[src/rtl/dccack_pkg.sv]
`timescale 1ns / 1ps
// ----------------------------------------------------------------------------
// dccack_pkg
// Shared types, register indexes and reset values of the acknowledge
// pulse detector.
// ----------------------------------------------------------------------------
package dccack_pkg;

  localparam int AdcBitsDefault = 12;
  localparam int ThrW           = 12;
  localparam int MsW            = 16;
  localparam int DebW           = 4;
  localparam int TimeW          = 32;
  localparam int CfgIdxW        = 3;
  localparam int CfgDataW       = 16;

  typedef enum logic [2:0] {
    PH_IDLE    = 3'd0,
    PH_WAIT    = 3'd1,
    PH_DETECT  = 3'd2,
    PH_SUCCESS = 3'd3,
    PH_FAIL    = 3'd4,
    PH_SETTLE  = 3'd5
  } phase_t;

  typedef enum logic [CfgIdxW-1:0] {
    REG_THRESHOLD  = 3'd0,
    REG_MIN_PULSE  = 3'd1,
    REG_MAX_PULSE  = 3'd2,
    REG_SETTLE     = 3'd3,
    REG_REFRACTORY = 3'd4,
    REG_DEBOUNCE   = 3'd5,
    REG_SERVES     = 3'd6
  } cfg_reg_t;

  typedef struct packed {
    logic [ThrW-1:0] threshold_counts;
    logic [MsW-1:0]  min_pulse_ms;
    logic [MsW-1:0]  max_pulse_ms;
    logic [MsW-1:0]  settle_ms;
    logic [MsW-1:0]  refractory_ms;
    logic [DebW-1:0] debounce_samples;
    logic            serves_service;
  } cfg_t;

  localparam cfg_t CfgReset = '{
    threshold_counts: 12'd100,
    min_pulse_ms:     16'd5,
    max_pulse_ms:     16'd8,
    settle_ms:        16'd2,
    refractory_ms:    16'd8,
    debounce_samples: 4'd2,
    serves_service:   1'b1
  };

endpackage

[src/rtl/dccack_if.sv]
`timescale 1ns / 1ps
// ----------------------------------------------------------------------------
// dccack_sample_if / dccack_result_if
// Valid/ready channels for sample words and result words.
// ----------------------------------------------------------------------------
interface dccack_sample_if #(
  parameter int ADC_BITS = dccack_pkg::AdcBitsDefault
);
  logic                          valid;
  logic                          ready;
  logic [ADC_BITS-1:0]           adc_sample;
  logic [dccack_pkg::TimeW-1:0]  now_ms;
  logic                          service_active;

  modport source (output valid, adc_sample, now_ms, service_active, input ready);
  modport sink   (input valid, adc_sample, now_ms, service_active, output ready);
endinterface

interface dccack_result_if #(
  parameter int ADC_BITS = dccack_pkg::AdcBitsDefault
);
  logic                valid;
  logic                ready;
  logic                ack_seen;
  logic                ack_failed;
  logic [2:0]          phase;
  logic [ADC_BITS-1:0] baseline;

  modport source (output valid, ack_seen, ack_failed, phase, baseline, input ready);
  modport sink   (input valid, ack_seen, ack_failed, phase, baseline, output ready);
endinterface

[src/rtl/dccack_engine.sv]
`timescale 1ns / 1ps
// ----------------------------------------------------------------------------
// dccack_engine
// Detector state and the combinational update that one sample word applies.
// ----------------------------------------------------------------------------
module dccack_engine #(
  parameter int ADC_BITS = dccack_pkg::AdcBitsDefault
) (
  input  logic                         clk,
  input  logic                         rst,
  input  dccack_pkg::cfg_t             cfg,
  input  logic                         step,
  input  logic [ADC_BITS-1:0]          adc_sample,
  input  logic [dccack_pkg::TimeW-1:0] now_ms,
  input  logic                         service_active,
  output logic                         ack_seen,
  output logic                         ack_failed,
  output dccack_pkg::phase_t           phase,
  output logic [ADC_BITS-1:0]          baseline
);
  import dccack_pkg::*;

  localparam int LvlW = ((ADC_BITS > ThrW) ? ADC_BITS : ThrW) + 1;

  phase_t              ack_phase, ack_phase_next;
  logic [ADC_BITS-1:0] base_level, base_level_next;
  logic [TimeW-1:0]    settle_start, settle_start_next;
  logic [TimeW-1:0]    last_success_time, last_success_time_next;
  logic                success_valid, success_valid_next;
  logic [DebW-1:0]     rise_count, rise_count_next;
  logic [DebW-1:0]     fall_count, fall_count_next;
  logic [TimeW-1:0]    rise_start_time, rise_start_time_next;
  logic [TimeW-1:0]    fall_start_time, fall_start_time_next;
  logic [TimeW-1:0]    pulse_start_time, pulse_start_time_next;
  logic                was_serving, was_serving_next;

  logic             active;
  logic [LvlW-1:0]  level;
  logic             above;
  logic [DebW-1:0]  deb_eff;
  logic [DebW-1:0]  cnt_inc;
  logic [TimeW-1:0] dur_fall;
  logic [TimeW-1:0] dur_high;
  logic [TimeW-1:0] since_settle;
  logic [TimeW-1:0] since_success;
  logic             in_refractory;
  logic             seen, failed;

  assign active        = cfg.serves_service && service_active;
  assign level         = LvlW'(base_level) + LvlW'(cfg.threshold_counts);
  assign above         = LvlW'(adc_sample) > level;
  assign deb_eff       = (cfg.debounce_samples == '0) ? DebW'(1) : cfg.debounce_samples;
  assign since_settle  = now_ms - settle_start;
  assign since_success = now_ms - last_success_time;
  assign in_refractory = success_valid && (since_success < TimeW'(cfg.refractory_ms));
  assign dur_high      = now_ms - pulse_start_time;
  assign dur_fall      = ((fall_count == '0) ? now_ms : fall_start_time) - pulse_start_time;

  always_comb begin
    ack_phase_next         = ack_phase;
    base_level_next        = base_level;
    settle_start_next      = settle_start;
    last_success_time_next = last_success_time;
    success_valid_next     = success_valid;
    rise_count_next        = rise_count;
    fall_count_next        = fall_count;
    rise_start_time_next   = rise_start_time;
    fall_start_time_next   = fall_start_time;
    pulse_start_time_next  = pulse_start_time;
    was_serving_next       = was_serving;
    cnt_inc                = '0;
    seen                   = 1'b0;
    failed                 = 1'b0;
    if (active) begin
      was_serving_next = 1'b1;
      case (ack_phase)
        PH_IDLE: begin
          base_level_next = adc_sample;
          ack_phase_next  = PH_WAIT;
        end
        PH_SUCCESS, PH_FAIL: begin
          settle_start_next = now_ms;
          ack_phase_next    = PH_SETTLE;
        end
        PH_SETTLE: begin
          if (since_settle >= TimeW'(cfg.settle_ms)) begin
            base_level_next = adc_sample;
            ack_phase_next  = PH_WAIT;
          end
        end
        PH_WAIT: begin
          if (!in_refractory) begin
            if (above) begin
              if (rise_count == '0) begin
                rise_start_time_next = now_ms;
              end
              cnt_inc         = rise_count + DebW'(1);
              rise_count_next = cnt_inc;
              if (cnt_inc >= deb_eff) begin
                ack_phase_next        = PH_DETECT;
                pulse_start_time_next = rise_start_time_next;
                rise_count_next       = '0;
                fall_count_next       = '0;
              end
            end else begin
              rise_count_next = '0;
            end
          end
        end
        PH_DETECT: begin
          if (!above) begin
            if (fall_count == '0) begin
              fall_start_time_next = now_ms;
            end
            cnt_inc         = fall_count + DebW'(1);
            fall_count_next = cnt_inc;
            if (cnt_inc >= deb_eff) begin
              if (dur_fall >= TimeW'(cfg.min_pulse_ms) &&
                  dur_fall <= TimeW'(cfg.max_pulse_ms)) begin
                ack_phase_next         = PH_SUCCESS;
                last_success_time_next = now_ms;
                success_valid_next     = 1'b1;
                seen                   = 1'b1;
              end else begin
                ack_phase_next = PH_FAIL;
                failed         = 1'b1;
              end
              fall_count_next = '0;
            end
          end else begin
            fall_count_next = '0;
            if (dur_high > TimeW'(cfg.max_pulse_ms)) begin
              ack_phase_next = PH_FAIL;
              failed         = 1'b1;
            end
          end
        end
        default: begin
          ack_phase_next = PH_IDLE;
        end
      endcase
    end else if (was_serving) begin
      ack_phase_next   = PH_IDLE;
      was_serving_next = 1'b0;
    end
  end

  always_ff @(posedge clk) begin
    if (rst) begin
      ack_phase         <= PH_IDLE;
      base_level        <= '0;
      settle_start      <= '0;
      last_success_time <= '0;
      success_valid     <= 1'b0;
      rise_count        <= '0;
      fall_count        <= '0;
      rise_start_time   <= '0;
      fall_start_time   <= '0;
      pulse_start_time  <= '0;
      was_serving       <= 1'b0;
    end else if (step) begin
      ack_phase         <= ack_phase_next;
      base_level        <= base_level_next;
      settle_start      <= settle_start_next;
      last_success_time <= last_success_time_next;
      success_valid     <= success_valid_next;
      rise_count        <= rise_count_next;
      fall_count        <= fall_count_next;
      rise_start_time   <= rise_start_time_next;
      fall_start_time   <= fall_start_time_next;
      pulse_start_time  <= pulse_start_time_next;
      was_serving       <= was_serving_next;
    end
  end

  assign ack_seen   = seen;
  assign ack_failed = failed;
  assign phase      = ack_phase_next;
  assign baseline   = base_level_next;

endmodule

[src/rtl/dccack_ack_pulse_detector_unit.sv]
`timescale 1ns / 1ps
// ----------------------------------------------------------------------------
// dcc_ack_pulse_detector_unit
// Service-mode acknowledge pulse detector on a stream of current samples.
// ----------------------------------------------------------------------------
// The block takes one sample word per clock unless a waiting result stalls
// it, and returns one result word per sample: the sample is held in an input
// register, the detector state is updated in a single pass of compare and
// subtract logic, and the result lands in an output register. The output
// register lets the next sample enter while a result waits to be taken.
// Configuration registers may be written only while no word is in flight.
module dcc_ack_pulse_detector_unit #(
  parameter int ADC_BITS = dccack_pkg::AdcBitsDefault
) (
  input  logic                            clk,
  input  logic                            rst,
  input  logic                            cfg_we,
  input  logic [dccack_pkg::CfgIdxW-1:0]  cfg_index,
  input  logic [dccack_pkg::CfgDataW-1:0] cfg_data,
  dccack_sample_if.sink                   sample,
  dccack_result_if.source                 result
);
  import dccack_pkg::*;

  cfg_t cfg;

  logic                in_valid;
  logic [ADC_BITS-1:0] in_adc;
  logic [TimeW-1:0]    in_now;
  logic                in_active;
  logic                advance;

  logic                out_valid;
  logic                out_seen;
  logic                out_failed;
  phase_t              out_phase;
  logic [ADC_BITS-1:0] out_base;

  logic                eng_seen;
  logic                eng_failed;
  phase_t              eng_phase;
  logic [ADC_BITS-1:0] eng_base;

  always_ff @(posedge clk) begin
    if (rst) begin
      cfg <= CfgReset;
    end else if (cfg_we) begin
      case (cfg_reg_t'(cfg_index))
        REG_THRESHOLD:  cfg.threshold_counts <= cfg_data[ThrW-1:0];
        REG_MIN_PULSE:  cfg.min_pulse_ms     <= cfg_data[MsW-1:0];
        REG_MAX_PULSE:  cfg.max_pulse_ms     <= cfg_data[MsW-1:0];
        REG_SETTLE:     cfg.settle_ms        <= cfg_data[MsW-1:0];
        REG_REFRACTORY: cfg.refractory_ms    <= cfg_data[MsW-1:0];
        REG_DEBOUNCE:   cfg.debounce_samples <= cfg_data[DebW-1:0];
        REG_SERVES:     cfg.serves_service   <= cfg_data[0];
        default: begin
        end
      endcase
    end
  end

  assign advance      = in_valid && (!out_valid || result.ready);
  assign sample.ready = !in_valid || advance;

  always_ff @(posedge clk) begin
    if (rst) begin
      in_valid <= 1'b0;
    end else if (sample.ready) begin
      in_valid <= sample.valid;
    end
  end

  always_ff @(posedge clk) begin
    if (sample.ready && sample.valid) begin
      in_adc    <= sample.adc_sample;
      in_now    <= sample.now_ms;
      in_active <= sample.service_active;
    end
  end

  dccack_engine #(
    .ADC_BITS(ADC_BITS)
  ) u_engine (
    .clk            (clk),
    .rst            (rst),
    .cfg            (cfg),
    .step           (advance),
    .adc_sample     (in_adc),
    .now_ms         (in_now),
    .service_active (in_active),
    .ack_seen       (eng_seen),
    .ack_failed     (eng_failed),
    .phase          (eng_phase),
    .baseline       (eng_base)
  );

  always_ff @(posedge clk) begin
    if (rst) begin
      out_valid <= 1'b0;
    end else if (advance) begin
      out_valid <= 1'b1;
    end else if (result.ready) begin
      out_valid <= 1'b0;
    end
  end

  always_ff @(posedge clk) begin
    if (advance) begin
      out_seen   <= eng_seen;
      out_failed <= eng_failed;
      out_phase  <= eng_phase;
      out_base   <= eng_base;
    end
  end

  assign result.valid      = out_valid;
  assign result.ack_seen   = out_seen;
  assign result.ack_failed = out_failed;
  assign result.phase      = out_phase;
  assign result.baseline   = out_base;

endmodule
[src/flat_wrapper.sv]
// flat-port wrapper written by rule: the top's interface ports become plain ports
module dcc_ack_pulse_detector_unit_flat import dccack_pkg::*;
#(
  parameter int ADC_BITS = dccack_pkg::AdcBitsDefault
)
  (clk, rst, cfg_we, cfg_index, cfg_data, sample_valid, sample_adc_sample, sample_now_ms, sample_service_active, sample_ready, result_valid, result_ack_seen, result_ack_failed, result_phase, result_baseline, result_ready);
  dccack_sample_if #(.ADC_BITS(ADC_BITS)) sample_i ();
  dccack_result_if #(.ADC_BITS(ADC_BITS)) result_i ();
  input  logic clk;
  input  logic rst;
  input  logic cfg_we;
  input  logic [dccack_pkg::CfgIdxW-1:0] cfg_index;
  input  logic [dccack_pkg::CfgDataW-1:0] cfg_data;
  input wire logic [$bits(sample_i.valid)-1:0] sample_valid;
  input wire logic [$bits(sample_i.adc_sample)-1:0] sample_adc_sample;
  input wire logic [$bits(sample_i.now_ms)-1:0] sample_now_ms;
  input wire logic [$bits(sample_i.service_active)-1:0] sample_service_active;
  output wire logic [$bits(sample_i.ready)-1:0] sample_ready;
  output wire logic [$bits(result_i.valid)-1:0] result_valid;
  output wire logic [$bits(result_i.ack_seen)-1:0] result_ack_seen;
  output wire logic [$bits(result_i.ack_failed)-1:0] result_ack_failed;
  output wire logic [$bits(result_i.phase)-1:0] result_phase;
  output wire logic [$bits(result_i.baseline)-1:0] result_baseline;
  input wire logic [$bits(result_i.ready)-1:0] result_ready;
  assign sample_i.valid = sample_valid;
  assign sample_i.adc_sample = sample_adc_sample;
  assign sample_i.now_ms = sample_now_ms;
  assign sample_i.service_active = sample_service_active;
  assign sample_ready = sample_i.ready;
  assign result_valid = result_i.valid;
  assign result_ack_seen = result_i.ack_seen;
  assign result_ack_failed = result_i.ack_failed;
  assign result_phase = result_i.phase;
  assign result_baseline = result_i.baseline;
  assign result_i.ready = result_ready;
  dcc_ack_pulse_detector_unit #(.ADC_BITS(ADC_BITS)) u_core (.clk(clk), .rst(rst), .cfg_we(cfg_we), .cfg_index(cfg_index), .cfg_data(cfg_data), .sample(sample_i), .result(result_i));
endmodule
[config.mk]
export PLATFORM = sky130hd
export DESIGN_NAME = dcc_ack_pulse_detector_unit_flat
export DESIGN_NICKNAME = d
export VERILOG_FILES = /design/src/rtl/dccack_pkg.sv /design/src/rtl/dccack_if.sv /design/src/rtl/dccack_engine.sv /design/src/rtl/dccack_ack_pulse_detector_unit.sv /design/src/flat_wrapper.sv
export SDC_FILE = /design/constraint.sdc
export NUM_CORES = 1
export LEC_CHECK = 0
export BUFFER_PORTS_ARGS = -buffer_cell sky130_fd_sc_hd__buf_2
export CAP_MARGIN = 20
export CORE_AREA = 2 2 312 314
export CTS_CLUSTER_SIZE = 24
export DETAILED_ROUTE_END_ITERATION = 10
export DIE_AREA = 0 0 314 316
export MAX_ROUTING_LAYER = met4
export PLACE_DENSITY = 0.4
export SYNTH_ARGS = -nofsm -noshare
export SYNTH_HDL_FRONTEND = slang
export SYNTH_HIERARCHICAL = 1
export SYNTH_SLANG_ARGS = --single-unit
[constraint.sdc]
create_clock -name clk -period 8.55 [get_ports clk]
set_input_delay 1.2825 -clock clk [delete_from_list [all_inputs] [get_ports clk]]
set_output_delay 1.2825 -clock clk [all_outputs]
set_load 0.02 [all_outputs]
==> summary.md <==
| Metric | Value |
|---|---|
| Flop-to-flop setup slack | `1.64 ns` |
| Core region area | `95990 sq um` |
| Final HPWL from detailed placement | `60.40 mm` |
| CTS Buffer Depth | `3` |
| Detail Route Antenna Nets | `0` |
| Layout Skew | `0.02639 ns` |
| Syn avg cell area | `8.515 sq um` |
| Multi-input combinational cell area | `15250 sq um` |
| Top Ports | `88` |
| Root buf cell | `clkbuf_16` |
| Grt ovf | `0` |
| Routed wire length | `79.07 mm` |
| GPL Wtd Cong | `0.8792` |
| Worst vdd ir | `0.1280 mV` |
| Async set-or-reset flop fraction in the synthesized netlist | `0` |
| Final period util | `0.8088` |
| Critical path class | `reg2reg` |
| Die height | `316 um` |
| Leak | `10.30 nW` |
| Switching portion of total power | `0.2944` |
| Yosys warning total | `6` |
| Status | `finished, final reports clean` |
| Die area | `99220 sq um` |
| Global-route wire length before repair | `120.4 mm` |
| Clock slew at reported path FFs | `0.06 ns` |
| Dpl cells | `4047` |
| Final hold vios | `0` |
| RSZ-0062 raised after global routing | `no` |
| Largest net degree at the start of global routing | `141` |
| I/O Buffers | `87` |
| CP Launch Type | `flip-flop` |
| Combinational share of power | `0.174` |
| GRT Util Overall | `0.1618` |
| Site row count | `114` |
| Final Setup Violations | `0` |
| EDFF count, synth | `62` |
| Internal power | `2.963 mW` |
| Seq cells post-synth | `330` |
| Sequential share of power | `0.396` |
| Hold Path Stages | `2` |
| Synth unique cells | `96` |
| Final nets | `3129` |
| Drt via density | `4.853` |
| Most frequent cells in the layout | `dfxtp_1, nand2_1, ha_1` |
| Clock Power Share | `0.430` |
| Clock sinks | `330` |
| Post-CTS setup buffers | `0` |
| Worst R2R End | `u_core/u_engine/last_success_time[25]` |
| Post-synthesis sequential area ratio | `0.3040` |
| CP Max Fanout | `33` |
| Area Growth Syn to Fin | `12.96%` |
| Post-Layout Cell Count | `4127` |
| Per-cell routed wire length | `19.16 um` |
| CTS H-Tree Depth | `2` |
| Critical path's largest stage delay | `0.96 ns` |
| Post-cts sizing count | `0` |
| Required time worst endpoint | `8.98 ns` |
| Cell count of the worst reg-to-reg path | `25` |
| Worst path slowest cell | `and3_2` |
| Initial core utilization | `0.2476` |
| Min-delay src | `u_core/u_engine/settle_start[2]` |
| Antenna violations before repair | `9` |
| Initial DRC Count | `1225` |
| Relative slew slack | `0.2755` |
| Worst reg2reg path startpoint | `u_core/u_engine/fall_count[0]` |
| Slew Viols, Final | `0` |
| Minimum clock period | `6.915 ns` |
| Post-synth net total | `3105` |
| Register area | `7227 sq um` |
| Arrival time of the worst setup path | `7.35 ns` |
| Worst Hold Class | `reg2reg` |
| Cell Area, Synth | `23770 sq um` |
| Drc violations | `0` |
| Crit path capture type | `flip-flop` |
| Layout cells sized above 1 | `0.09509` |
| Number of global-route vias before repair | `20002` |
| Tightest Pin Transition | `1.087 ns` |
| Leading cell type in the layout, fill and taps excluded | `dfxtp_1` |
| Post-synthesis instance total | `2792` |
| Net load switching power | `1.236 mW` |
| CTS tree | `built` |
| Worst setup margin | `1.635 ns` |
| Total Neg Setup Slack | `0 ns` |
| Max cap viols | `0` |
| Detailed Routing Iterations Pass 1 | `5` |
| Ys flop type | `dfxtp_1` |
| Pwr Density | `156.4 nW/um^2` |
| Worst Hold Path EP | `u_core/u_engine/settle_start[2]` |
| FILL cells | `10307` |
| Fmax | `144.6 MHz` |
| Cts hold-fix bufs | `0` |
| Cts bufs inserted | `43` |
| Die width | `314 um` |
| DP Worst Slack | `1.616 ns` |
| Vias | `20028` |
| Clock Latency Late Sink | `0.60 ns` |
[power by group through the flow]
stage                     clock (mW)  sequential [mW]  combinational, mW
after CTS                       1.88             1.66              0.734
after detailed placement           0             1.69              0.730
after floorplan                    0             1.68              0.509
after global routing            1.93             1.66              0.814
final                           1.81             1.66              0.732
after global placement             0             1.69              0.742
[layer usage]
metal | vias up | track usage | share of wire
li1 | 10097 | - | -
met1 | 9497 | 0.2106 | 0.48
met2 | 326 | 0.2624 | 0.46
met3 | 108 | 0.02066 | 0.036
met4 | 0 | 0.04632 | 0.027
met5 | - | - | 0
[final cells by class]
class / count / area share
repair buffers: 115 / 0.02488
multi-input cells: 2133 / 0.5679
clock inverters: 9 / 0.003588
diodes: 1 / 0.00009319
inverters: 193 / 0.02698
well taps: 1276 / 0.05945
clock buffers: 70 / 0.04794
flip-flops and latches: 330 / 0.2691
[Yosys cell counts, types with 19 or more instances]
cell        n  area share
edfxtp_1   62       0.078
nor2b_1    52       0.014
xnor2_1    49       0.018
buf_2      32      0.0067
mux2i_1   165       0.069
ha_1      239        0.13
dfxtp_1   268        0.23
nand2b_1  131       0.034
nor2_1    190       0.030
nor3_1     27      0.0057
o211ai_1   25      0.0079
a21oi_1   234       0.049
a21o_1     80       0.025
nand4_1    45       0.012
nand2_1   240       0.038
mux2_2     35       0.017
clkbuf_1   91       0.014
o21a_1     31      0.0098
a31oi_1    19      0.0050
nand3_1    34      0.0072
xor2_1     38       0.014
o21ai_0   119       0.025
a211oi_1   86       0.027
inv_1     193       0.030
[cell families after synthesis]
kind of cell    after synthesis  share of synthesized area
compound gates              736                     0.2018
buf+inv                     329                    0.05616
flops                       330                     0.3040
simple gates                856                     0.1836
mux                         210                    0.09237
fa+ha+maj                   244                     0.1300
xor+xnor                     87                    0.03205
[sequential cells by signal, summed over array words and instances (netlist names)]
signal and count:
u_core/u_engine/settle_start 32, u_core/u_engine/ack_phase 3, u_core/u_engine/fall_count 4, u_core/result.phase 3, u_core/result.valid 1, u_core/in_active 1
u_core/u_engine/success_valid 1, u_core/result.ack_failed 1, u_core/u_engine/last_success_time 32, u_core/result.ack_seen 1, u_core/in_valid 1, u_core/in_now 32
u_core/u_engine/rise_start_time 32, u_core/result.baseline 12, u_core/u_engine/was_serving 1, u_core/u_engine/base_level 12, u_core/u_engine/rise_count 4, u_core/u_engine/fall_start_time 32
u_core/cfg 81, u_core/in_adc 12, u_core/u_engine/pulse_start_time 32
[critical path: cells and delay by family (launching register included)]
kind                       cells  cell delay, ns
AOI/OAI and AO/OA              7            1.37
xor gates and xnor gates       1            0.13
adders and majority gates      3            0.82
buffers and inverters          1            0.09
DFF                            1            0.35
muxes                          2            0.70
and+or+nand+nor               11            3.25
[how the worst max path moves through the flow]
stage	startpoint	endpoint	cells after the start
after floorplan	u_core/u_engine/fall_count[0]	u_core/u_engine/ack_phase[0]	26
after global placement	u_core/u_engine/fall_count[0]	u_core/u_engine/last_success_time[24]	25
after detailed placement	u_core/u_engine/fall_count[0]	u_core/u_engine/last_success_time[21]	23
after CTS	u_core/u_engine/fall_count[0]	u_core/u_engine/last_success_time[28]	25
after global routing	u_core/u_engine/fall_count[0]	u_core/u_engine/last_success_time[31]	26
final	u_core/u_engine/fall_count[0]	u_core/u_engine/last_success_time[25]	25
[stage by stage]
step           total power, mW    util  hold slack, ns  cell area (sq um)
3_5_place_dp             2.424  0.2653          0.4477              25470
4_1_cts                  4.272  0.2797          0.4558              26850
5_1_grt                  4.409  0.2797          0.4703              26850
6_report                 4.199  0.2797          0.4535              26850
2_1_floorplan            2.187       -          0.4323              23770
3_3_place_gp             2.437  0.2653          0.4442              25470
No activity file was read; power rests on OpenSTA's default activity.
